--- config.mk ---
export PLATFORM = sky130hd
export DESIGN_NAME = nmea_sentence_framer
export DESIGN_NICKNAME = d
export VERILOG_FILES = /design/src/sv/nsf_pkg.sv /design/src/sv/nsf_step.sv /design/src/sv/nmea_sentence_framer.sv
export SDC_FILE = /design/constraint.sdc
export NUM_CORES = 1
export LEC_CHECK = 0
export BUFFER_PORTS_ARGS = -buffer_cell sky130_fd_sc_hd__buf_2
export CAP_MARGIN = 20
export CORE_MARGIN = 2
export CORE_UTILIZATION = 45
export CTS_BUF_LIST = sky130_fd_sc_hd__clkbuf_4
export CTS_CLUSTER_DIAMETER = 60
export DETAILED_ROUTE_END_ITERATION = 6
export PLACE_DENSITY_LB_ADDON = 0.08
export SYNTH_ARGS = -nofsm -noshare
export SYNTH_HDL_FRONTEND = slang
export SYNTH_HIERARCHICAL = 1
export SYNTH_SLANG_ARGS = --single-unit
export TNS_END_PERCENT = 100
--- constraint.sdc ---
create_clock -name clk -period 9.9 [get_ports clk]
set_clock_uncertainty 0.15 [all_clocks]
set_input_delay 1.98 -clock clk [delete_from_list [all_inputs] [get_ports clk]]
set_output_delay 1.98 -clock clk [all_outputs]
set_load 0.02 [all_outputs]
--- src/sv/nsf_pkg.sv ---
// Shared types, phase codes and character constants for the NMEA sentence framer.
package nsf_pkg;

	localparam int BODY_LIMIT = 256;
	localparam int LEN_W      = $clog2(BODY_LIMIT);

	// Parser phase codes
	localparam logic [1:0] PH_IDLE = 2'd0;
	localparam logic [1:0] PH_BODY = 2'd1;
	localparam logic [1:0] PH_HEX1 = 2'd2;
	localparam logic [1:0] PH_HEX2 = 2'd3;

	// Sentence kind codes
	localparam logic [1:0] KIND_NONE  = 2'd0;
	localparam logic [1:0] KIND_RMC   = 2'd1;
	localparam logic [1:0] KIND_GGA   = 2'd2;
	localparam logic [1:0] KIND_OTHER = 2'd3;

	// Message flag bit positions
	localparam int FLAG_RMC = 0;
	localparam int FLAG_GGA = 1;
	localparam int FLAG_NEW = 2;

	// Characters
	localparam logic [7:0] CH_DOLLAR = 8'h24;
	localparam logic [7:0] CH_STAR   = 8'h2A;
	localparam logic [7:0] CH_SPACE  = 8'h20;
	localparam logic [7:0] CH_LOW_Z  = 8'h7A;

	localparam logic [23:0] TYPE_RMC = 24'h524D43;
	localparam logic [23:0] TYPE_GGA = 24'h474741;

	localparam logic [1:0] TYPE_FIRST = 2'd2;
	localparam logic [2:0] TYPE_LAST  = 3'd4;
	localparam logic [2:0] TYPED_LEN  = 3'd5;

	typedef struct packed {
		logic [1:0]       phase;
		logic [LEN_W-1:0] body_length;
		logic [7:0]       running_checksum;
		logic [3:0]       high_nibble;
		logic [23:0]      type_letters;
		logic [2:0]       message_flags;
		logic             chunk_seen;
	} state_t;

	typedef struct packed {
		logic       cmd;
		logic [7:0] data_byte;
		logic       chunk_end;
	} item_t;

	typedef struct packed {
		logic [1:0] sentence_kind;
		logic       checksum_error;
		logic [2:0] flags_out;
		logic       chunk_found;
	} result_t;

endpackage

--- src/sv/nsf_step.sv ---
// Per-byte parser step: next parser state and result from the current state and one byte.
module nsf_step (
	input  nsf_pkg::state_t  st,
	input  nsf_pkg::item_t   item,
	output nsf_pkg::state_t  st_next,
	output nsf_pkg::result_t res
);
	import nsf_pkg::*;

	// Decode one hex digit; bit 4 set means not a hex digit
	function automatic logic [4:0] hex_value(input logic [7:0] c);
		logic [4:0] v;
		v = 5'h10;
		if (c inside {[8'h30:8'h39]}) begin
			v = {1'b0, c[3:0]};
		end else if (c inside {[8'h41:8'h46], [8'h61:8'h66]}) begin
			v = {1'b0, c[3:0] + 4'd9};
		end
		return v;
	endfunction

	logic [4:0] hex;
	logic       typed;
	logic [2:0] flags_upd;

	assign hex   = hex_value(item.data_byte);
	assign typed = st.body_length >= LEN_W'(TYPED_LEN);

	always_comb begin
		st_next   = st;
		res       = '0;
		flags_upd = st.message_flags;
		if (item.cmd) begin
			// Clear flags only; parser and chunk tracking hold
			st_next.message_flags = '0;
		end else begin
			case (st.phase)
				PH_IDLE: begin
					if (item.data_byte == CH_DOLLAR) begin
						st_next.phase            = PH_BODY;
						st_next.body_length      = '0;
						st_next.running_checksum = '0;
						st_next.high_nibble      = '0;
						st_next.type_letters     = '0;
					end
				end
				PH_BODY: begin
					if (item.data_byte == CH_STAR) begin
						st_next.phase = PH_HEX1;
					end else if (item.data_byte inside {[CH_SPACE:CH_LOW_Z]}) begin
						if (st.body_length >= LEN_W'(BODY_LIMIT - 1)) begin
							st_next.phase = PH_IDLE;
						end else begin
							// Keep body characters three to five as the type
							if (st.body_length >= LEN_W'(TYPE_FIRST)
									&& st.body_length <= LEN_W'(TYPE_LAST)) begin
								st_next.type_letters = {st.type_letters[15:0], item.data_byte};
							end
							st_next.running_checksum = st.running_checksum ^ item.data_byte;
							st_next.body_length      = st.body_length + LEN_W'(1);
						end
					end else begin
						st_next.phase = PH_IDLE;
					end
				end
				PH_HEX1: begin
					if (!hex[4]) begin
						st_next.high_nibble = hex[3:0];
						st_next.phase       = PH_HEX2;
					end else begin
						st_next.phase = PH_IDLE;
					end
				end
				default: begin
					// Compare the received checksum and class the sentence
					if (!hex[4]) begin
						if ({st.high_nibble, hex[3:0]} == st.running_checksum) begin
							if (typed && st.type_letters == TYPE_RMC) begin
								res.sentence_kind    = KIND_RMC;
								flags_upd[FLAG_RMC]  = 1'b1;
								st_next.chunk_seen   = 1'b1;
							end else if (typed && st.type_letters == TYPE_GGA) begin
								res.sentence_kind    = KIND_GGA;
								flags_upd[FLAG_GGA]  = 1'b1;
								st_next.chunk_seen   = 1'b1;
							end else begin
								res.sentence_kind = KIND_OTHER;
							end
							if (flags_upd[FLAG_RMC] && flags_upd[FLAG_GGA]) begin
								flags_upd[FLAG_NEW] = 1'b1;
							end
							st_next.message_flags = flags_upd;
						end else begin
							res.checksum_error = 1'b1;
						end
					end
					st_next.phase = PH_IDLE;
				end
			endcase
			// Report and restart chunk tracking on the last byte of a chunk
			if (item.chunk_end) begin
				res.chunk_found    = st_next.chunk_seen;
				st_next.chunk_seen = 1'b0;
			end
		end
		res.flags_out = st_next.message_flags;
	end

endmodule

--- src/sv/nmea_sentence_framer.sv ---
// Top level of the NMEA sentence framer: input register, parser state and result register.
// The framer takes one NMEA character per beat and returns one result beat for each:
// the sentence class when a checksum completes, a checksum error flag, the sticky RMC/GGA
// and group-complete flags, and the chunk-found bit on the last byte of a chunk. It sustains
// one byte per clock cycle while the result side is not stalled; the single-pass parser
// step sits between the input register and the result register. A command beat clears
// the sticky flags without disturbing a sentence in progress.
module nmea_sentence_framer (
	input  logic       clk,
	input  logic       arst_n,
	input  logic       item_valid,
	output logic       item_ready,
	input  logic       cmd,
	input  logic [7:0] data_byte,
	input  logic       chunk_end,
	output logic       result_valid,
	input  logic       result_ready,
	output logic [1:0] sentence_kind,
	output logic       checksum_error,
	output logic [2:0] flags_out,
	output logic       chunk_found
);
	import nsf_pkg::*;

	logic    valid_s1;
	item_t   item_s1;
	logic    valid_s2;
	result_t res_s2;
	state_t  state_q;
	state_t  state_next;
	result_t res_next;
	logic    adv_s1;
	logic    adv_s2;

	// Advance when the result register is empty or being drained
	assign adv_s2     = !valid_s2 || result_ready;
	assign adv_s1     = valid_s1 && adv_s2;
	assign item_ready = !valid_s1 || adv_s2;

	// Input register valid
	always_ff @(posedge clk or negedge arst_n) begin
		if (!arst_n) begin
			valid_s1 <= 1'b0;
		end else if (item_ready) begin
			valid_s1 <= item_valid;
		end
	end

	// Input register payload
	always_ff @(posedge clk) begin
		if (item_ready && item_valid) begin
			item_s1 <= '{cmd: cmd, data_byte: data_byte, chunk_end: chunk_end};
		end
	end

	nsf_step u_step (
		.st      (state_q),
		.item    (item_s1),
		.st_next (state_next),
		.res     (res_next)
	);

	// Parser state: update once per byte that leaves the input register
	always_ff @(posedge clk or negedge arst_n) begin
		if (!arst_n) begin
			state_q <= '{phase: PH_IDLE, default: '0};
		end else if (adv_s1) begin
			state_q <= state_next;
		end
	end

	// Result register valid
	always_ff @(posedge clk or negedge arst_n) begin
		if (!arst_n) begin
			valid_s2 <= 1'b0;
		end else if (adv_s2) begin
			valid_s2 <= valid_s1;
		end
	end

	// Result register payload
	always_ff @(posedge clk) begin
		if (adv_s1) begin
			res_s2 <= res_next;
		end
	end

	assign result_valid   = valid_s2;
	assign sentence_kind  = res_s2.sentence_kind;
	assign checksum_error = res_s2.checksum_error;
	assign flags_out      = res_s2.flags_out;
	assign chunk_found    = res_s2.chunk_found;

`ifndef SYNTH
	// A classified sentence never carries a checksum error
	a_kind_no_err: assert property (@(posedge clk) disable iff (!arst_n)
		valid_s2 && sentence_kind != KIND_NONE |-> !checksum_error)
		else $error("sentence kind reported together with checksum error");

	// The group bit needs both RMC and GGA seen
	a_group_flags: assert property (@(posedge clk) disable iff (!arst_n)
		valid_s2 && flags_out[FLAG_NEW] |-> flags_out[FLAG_RMC] && flags_out[FLAG_GGA])
		else $error("group flag set without both sentence flags");

	// An accepted RMC or GGA shows in the flags of the same beat
	a_kind_flag: assert property (@(posedge clk) disable iff (!arst_n)
		valid_s2 && (sentence_kind == KIND_RMC || sentence_kind == KIND_GGA)
		|-> flags_out[sentence_kind - 2'd1])
		else $error("accepted sentence missing from flags");

	// A completed checksum returns the parser to idle
	a_idle_after_check: assert property (@(posedge clk) disable iff (!arst_n)
		adv_s1 && (res_next.sentence_kind != KIND_NONE || res_next.checksum_error)
		|=> state_q.phase == PH_IDLE)
		else $error("parser not idle after checksum");
`endif

endmodule

# After elaboration in Yosys (flattened, before gate mapping)
# Index checks and enable logic that the tools add are counted.
word_totals:
  output_inout_bits: 9
  ff_bits: 69
  input_bits: 14
  elab_cells: 118
classes:
  bitwise: 4
  add_sub_neg: 2
  n_reduce_logical: 28
  n_lt_le_gt_ge: 12
  n_eq_ne: 14
  n_mux: 41
ops:
  columns: ["op", "count"]
  rows:
  - ["24-bit two-way mux", 4]
  - ["24-bit by 23-bit == test with 1-bit output (second input constant)", 2]
  - ["16-bit two-way mux", 3]
  - ["24-bit one-hot mux with 2 select lines", 1]
  - ["46-bit two-way mux", 1]
  - ["16-bit one-hot mux with 2 select lines", 1]
  - ["8-bit by 7-bit <= comparator with 1-bit output (second input constant)", 3]
  - ["1-bit two-way mux", 18]
  - ["8-bit by 6-bit == test with 1-bit output (second input constant)", 2]
  - ["8-bit by 6-bit >= comparator with 1-bit output (second input constant)", 2]
  - ["8-bit by 7-bit >= comparator with 1-bit output (second input constant)", 2]
  - ["4-bit two-way mux", 4]
  - ["1-bit logical AND", 10]
  - ["5-bit two-way mux", 2]
  - ["8-bit by 1-bit adder with 8-bit output (second input constant)", 1]
  - ["8-bit == test", 1]
  - ["8-bit by 2-bit >= comparator with 1-bit output (second input constant)", 1]
  - ["8-bit by 3-bit >= comparator with 1-bit output (second input constant)", 1]
  - ["8-bit >= comparator (second input constant)", 1]
  - ["8-bit by 3-bit <= comparator with 1-bit output (second input constant)", 1]
  - ["8-bit by 6-bit <= comparator with 1-bit output (second input constant)", 1]
  - ["2-bit two-way mux", 4]
  - ["4-bit one-hot mux with 2 select lines", 1]
  - ["8-bit AND reduction", 1]
  - ["other kinds (23)", 33]

# Logic depth before layout (Yosys ltp)
# Gate-level depths: netlist (run 1).
depth:
  ltp_word: 16
  ltp_mapped: 13
  depth_no_buf: 9

# Modules after synthesis
# The synthesis (run 1) kept the hierarchy.
by_module_without_submodules:
  columns: ["module", "seq_area_each_um2", "area_each_um2", "instances", "cells_each"]
  rows:
  - ["nmea_sentence_framer", 1811.7, 2670.1, 1, 131]
  - ["nsf_step", 0.0, 1640.3, 1, 244]

# Least setup slack after synthesis (run 1)
# OpenSTA, ideal clock, no wires.
synth_path:
  kind: "in2out"
  startpoint: "in result_ready"
  endpoint: "out item_ready"
  path_stages: 1
  required_ns: 7.770
  t_arrival_ns: 2.258
  path_slack_ns: 5.512
  n_path_buf: 0
  cell_sequence: "nand3b_1"
synth_via:
  elab_chain_len: 2
synth_lines:
  columns: ["item", "line_no", "source"]
  rows:
  - ["start: declaration", "nmea_sentence_framer.sv:17", "input logic result_ready,"]
  - ["1-bit logical OR", "nmea_sentence_framer.sv:36", "assign adv_s2 = !valid_s2 || result_ready;"]
  - ["1-bit logical OR", "nmea_sentence_framer.sv:38", "assign item_ready = !valid_s1 || adv_s2;"]
  - ["end: declaration", "nmea_sentence_framer.sv:12", "output logic item_ready,"]
# Every way passes these cells.

# Worst setup path after layout (run 1)
# Same ends and word-level chain as after synthesis.

==> results of run 1 <==
## kinds of logic (layout without fill, tap and decap cells)
group,Yosys count,in the layout,share of synthesized area
multiplexers,51,51,0.176
buffers and inverters,39,58,0.0546
XOR/XNOR,6,6,0.0122
AND/OR/NAND/NOR,102,102,0.146
flip-flops,69,69,0.420
adder cells (fa/ha/maj),8,8,0.0232
AO/OA/AOI/OAI,100,100,0.167
## state kept, by name (all words and copies together) (netlist names)
name and cells:
state_q 50, item_s1 10, flags_out 3, sentence_kind 2, checksum_error 1, chunk_found 1, result_valid 1, valid_s1 1
## through the flow
stage	cell area, µm²	cells	hold WS (ps)
after floorplan	4310	375	331
after global placement	4440	507	341
after detailed placement	4440	507	350
after CTS	4600	523	384
after global routing	4600	523	402
final	4600	523	379
## Yosys cell counts, drive strengths merged, types with 4 or more instances
library cell,n
a21oi,17
a22o,24
and2,4
and3,7
buf,13
clkbuf,11
dfrtp,52
edfxtp,17
ha,8
inv,15
mux2,51
nand2,20
nand2b,4
nand3,8
nand3b,9
nand4,6
nor2,16
nor2b,4
o21ai,29
xor2,5
## final timing paths
check                             start           to  slack, ps  cells past startpoint
setup / recovery           result_ready   item_ready       5340                      3
hold / removal               state_q[3]   state_q[3]        380                      1
setup reg to reg             item_s1[1]   state_q[2]       6330                      9
hold reg to reg              state_q[3]   state_q[3]        380                      1
max in group asynchronous        arst_n  state_q[28]       7590                      2
min in group asynchronous        arst_n  state_q[23]       1520                      2
## routing by layer
layer  vias to the layer above  share of wire  GRT usage
met2                        63           0.45      0.296
met1                      1495           0.51      0.282
met4                         0          0.011     0.0513
li1                       1432              -          -
met3                         9          0.032     0.0369
met5                         -              0          0
## final cells by class
cell class                 instances  area, µm²
clock inverter                     6       87.6
tap                              129        161
multi-input combinational        267       2260
fill                             889       4680
sequential                        69       1810
inverter                          15       56.3
timing repair buffer              27        148
clock buffer                      10       75.1
## worst max-delay path: cells and delay by family
| family | cells | cell delay, ps |
|---|---|---|
| buf+inv | 2 | 280 |
| simple gates | 1 | 170 |
## power by group through the flow
| stage | combinational (µW) | sequential, µW | clock, µW |
|---|---|---|---|
| 4_1_cts | 63.1 | 311 | 222 |
| 2_1_floorplan | 48.5 | 314 | 0 |
| 3_3_place_gp | 62.3 | 317 | 0 |
| 5_1_grt | 69.0 | 313 | 232 |
| 6_report | 62.2 | 311 | 214 |
| 3_5_place_dp | 62.9 | 317 | 0 |
==> reports/results.ini, run 1 <==
[outcome]
status = finished, final reports clean

[route]
vias = 2999
wl_um = 9090
avgRoutedWirePerCell_um = 17.4
drc = 0
drt-initial-drc-count = 176
avgViaCountPerCell = 5.73
first_pass_iters = 5
final_antenna_net_count = 0

[pwr]
p_switching_uw = 156
power_density_mw_per_mm2 = 127
clockPowerShare = 0.364
p_comb_frac = 0.106
swShare = 0.265
peakVddDrop_uv = 67.2
intPower_uw = 431
finalPower_uw = 587
p_leak_uw = 0.00213
pwr-share-seq = 0.530

[sta]
period_share = 0.461
fin_tns_setup_ps = 0
tightest_slew_ps = 1000
worst_slack_ps = 5340
min_period_ps = 4560
relSlewSlack = 0.333
maxSlewViolCount = 0
setup_viol = 0
max_freq_mhz = 219
rsz0062_at_grt = no
hold_viol = 0

[clock_tree]
cts_resized = 0
clkTransAtPathRegs_ps = 130
clk_latency_ps = 430
postCtsSetupRepairBufs = 0
cts_buffers = 9
cts.htree.levels = 3
cts_tree = done
numClockSinks = 69
holdBufCountCts = 0
cts-root-buf = clkbuf_4
clk_path_buf_depth = 2

[cells_and_area]
insertedDiodeCount = 0
synthToLayoutAreaGrowth_pct = 6.79
fin_nets = 411
final_cell_mix = dfrtp_1, mux2_4, o21ai_0
drive_gt1_frac = 0.277
layout_commonest_cell = dfrtp_1
utilization = 0.496

[setup_path]
path_max_fanout = 3
cp-start-kind = input pin
end_kind = output pin
slowest_delay_ps = 180
crit_arrival_ps = 2430
cp_common_cell = buf_2
crit_chain = buf_2 -> nand3b_1 -> buf_2
crit_type = in2out
cp.required_ps = 7770
slowest_stage = buf_2

[synth]
synth_area_leaders = dfrtp_1, mux2_4, edfxtp_1, a22o_1, o21ai_0
syn_inst = 375
postSynth.asyncResetShare = 0.754
synth_nets = 397
synth-edff-count = 17
synth_seq_cells = 69
ys_types = 66
synth_seq_area_share = 0.420
yosys_warnings = 6
syn_avg_cell_area_um2 = 11.5
yosys.area.top_type_share = 0.302
syn_area_mm2 = 0.00431
yosysTopAreaCell = dfrtp_1
ys.flop_type = dfrtp_1

[placed_design]
dp_hpwl_um = 5870
io_buffers = 22
pre_cts_ws_ps = 5330
place_congestion = 0.853

[global_routing]
grt_pass1_vias = 2956
grt_antenna_before_repair = 0
grt.total_usage = 0.193
grt_max_degree = 53
overflow = 0
grt_pass1_wl_um = 15400

[die]
core_area_mm2 = 0.00928
dieArea_mm2 = 0.0104
die_w_um = 102
fp.dieH_um = 102
fp-row-count = 35
initial_core_util = 0.464
pin_count = 23

[job]
max-cap-violations = 0

[worst_hold_path]
hold_path.class = reg2reg

Power figures use the tool's default switching activity.
==> inputs of run 2 (changes only) <==
==> constraint.sdc (replaced) <==
create_clock -name clk -period 4.7 [get_ports clk]
set_clock_uncertainty 0.15 [all_clocks]
set_input_delay 0.94 -clock clk [delete_from_list [all_inputs] [get_ports clk]]
set_output_delay 0.94 -clock clk [all_outputs]
set_load 0.02 [all_outputs]
==> run 2 against run 1 <==
  * Clock power grew 140%
  * Register-to-register slack lost 5100 ps
  * Sequential power grew 110%
  * Via count shrank 0.33%
  * Sequential cell count is the same
  * Sequential share of layout area shrank 0.27 points
==> reports/results.ini, run 2 (same netlist as run 1, synthesis figures left out) <==
[outcome]
status = finished, final reports clean  ; unchanged

[sta]
tightest_slew_ps = 926  ; was 1000 ps
relSlewSlack = 0.379  ; was 0.333
min_period_ps = 3490
period_share = 0.743
worst_slack_ps = 1210  ; was 5340 ps
maxSlewViolCount = 0  ; unchanged
fin_tns_setup_ps = 0  ; unchanged
hold_viol = 0  ; unchanged
setup_viol = 0  ; unchanged
rsz0062_at_grt = no  ; unchanged
max_freq_mhz = 286

[cells_and_area]
synthToLayoutAreaGrowth_pct = 7.52  ; was 6.79%
final_cell_mix = dfrtp_1, mux2_4, o21ai_0  ; unchanged
fin_nets = 412  ; was 411
drive_gt1_frac = 0.276  ; was 0.277
nFillCells = 868  ; was 889
largest_reg_flops = 50  ; unchanged
regMostFlops = state_q  ; unchanged
layout_commonest_cell = dfrtp_1  ; unchanged
insertedDiodeCount = 0  ; unchanged

[route]
first_pass_iters = 4  ; was 5
avgRoutedWirePerCell_um = 17.8  ; was 17.4 µm
wl_um = 9330  ; was 9090 µm
vias = 2989  ; was 2999
drt-initial-drc-count = 154  ; was 176
avgViaCountPerCell = 5.70  ; was 5.73
drc = 0  ; unchanged
final_antenna_net_count = 0  ; unchanged

[clock_tree]
cts_buffers = 9  ; unchanged
clkTransAtPathRegs_ps = 130  ; about the same
clk_path_buf_depth = 2  ; unchanged
cts.htree.levels = 3  ; unchanged
cts_resized = 0  ; unchanged
clk_latency_ps = 440  ; was 430 ps
cts_tree = done  ; unchanged
numClockSinks = 69  ; unchanged
holdBufCountCts = 0  ; unchanged
cts-root-buf = clkbuf_4  ; unchanged
postCtsSetupRepairBufs = 0  ; unchanged

[pwr]
power_density_mw_per_mm2 = 281  ; was 127 mW/mm²
peakVddDrop_uv = 187  ; was 67.2 µV
p_leak_uw = 0.00214  ; was 0.00213 µW

[die]
initial_core_util = 0.464  ; unchanged
core_area_mm2 = 0.00928  ; unchanged
dieArea_mm2 = 0.0104  ; unchanged
pin_count = 23  ; unchanged
die_w_um = 102  ; unchanged
fp-row-count = 35  ; unchanged
fp.dieH_um = 102  ; unchanged

[placed_design]
dp_hpwl_um = 6130  ; was 5870 µm
pre_cts_ws_ps = 1250  ; was 5330 ps
place_congestion = 0.826  ; was 0.853
io_buffers = 22  ; unchanged

[setup_path]
rrSetupSlack_ps = 1210  ; was 6330 ps
path_max_fanout = 12  ; was 3
startpoint = item_s1[1]  ; was result_ready
end_kind = flip-flop  ; was output pin
reg2reg_from = item_s1[1]  ; unchanged
crit_arrival_ps = 3730  ; was 2430 ps
crit_type = reg2reg  ; was in2out
cp.required_ps = 4940  ; was 7770 ps
cp-start-kind = flip-flop  ; was input pin

[global_routing]
grt.total_usage = 0.196  ; was 0.193
grt_pass1_wl_um = 15500  ; was 15400 µm
grt_max_degree = 39  ; was 53
grt_antenna_before_repair = 0  ; unchanged
grt_pass1_vias = 2979  ; was 2956
overflow = 0  ; unchanged

[job]
max-cap-violations = 0  ; unchanged

[worst_hold_path]
hold_path.class = in2async  ; was reg2reg

## run 2: area by class of cell
| class | count | area, µm² | area share |
|---|---|---|---|
| multi-input combinational | 267 | 2260 | 0.488 |
| clock inverter | 6 | 111 | 0.0240 |
| tap | 129 | 161 | 0.0348 |
| inverter | 15 | 56.3 | 0.0121 |
| sequential | 69 | 1810 | 0.391 |
| clock buffer | 10 | 75.1 | 0.0162 |
| timing repair buffer | 28 | 155 | 0.0335 |
## run 2: layer usage
layer / up-vias / GRT usage / routed length, µm
li1: 1432 / - / -
met1: 1494 / 0.275 / 4680
met2: 54 / 0.301 / 4230
met3: 9 / 0.0431 / 317
met4: 0 / 0.0646 / 108
met5: - / 0 / 0
## run 2: power breakdown
part | internal [µW] | switching, µW | leakage, µW
clock | 275 | 240 | 0.0000982
sequential | 631 | 24.5 | 0.000887
combinational | 54.8 | 76.4 | 0.00116
total | 961 | 340 | 0.00214
## run 2: worst max-delay path, stage by stage (launching register included)
cell      delay (ps)
edfxtp_1         590
inv_1            190
ha_1             240
or3b_1           400
and3_1           270
nor4b_2          310
o22ai_2          100
or4_1            700
o32ai_4          310
mux2_4           180
## run 2: final timing paths
| path | endpoint | depth (start not counted) |
|---|---|---|
| worst max-delay path | state_q[1] | 9 |
| worst min-delay path | state_q[23] | 1 |
| worst max register to register | state_q[1] | 9 |
| worst min register to register | state_q[3] | 1 |
| max in group asynchronous | state_q[5] | 2 |
| min in group clk | state_q[3] | 1 |
## run 2: stage by stage
step                      power [µW]  cells  cell area [µm²]  utilization  hold slack (ps)
after floorplan                  763    375             4310            -              331
after global routing            1360    524             4630        0.499              300
after detailed placement         800    508             4450        0.479              362
final                           1300    524             4630        0.499              291
after CTS                       1310    524             4630        0.499              293
after global placement           799    508             4450        0.479              351
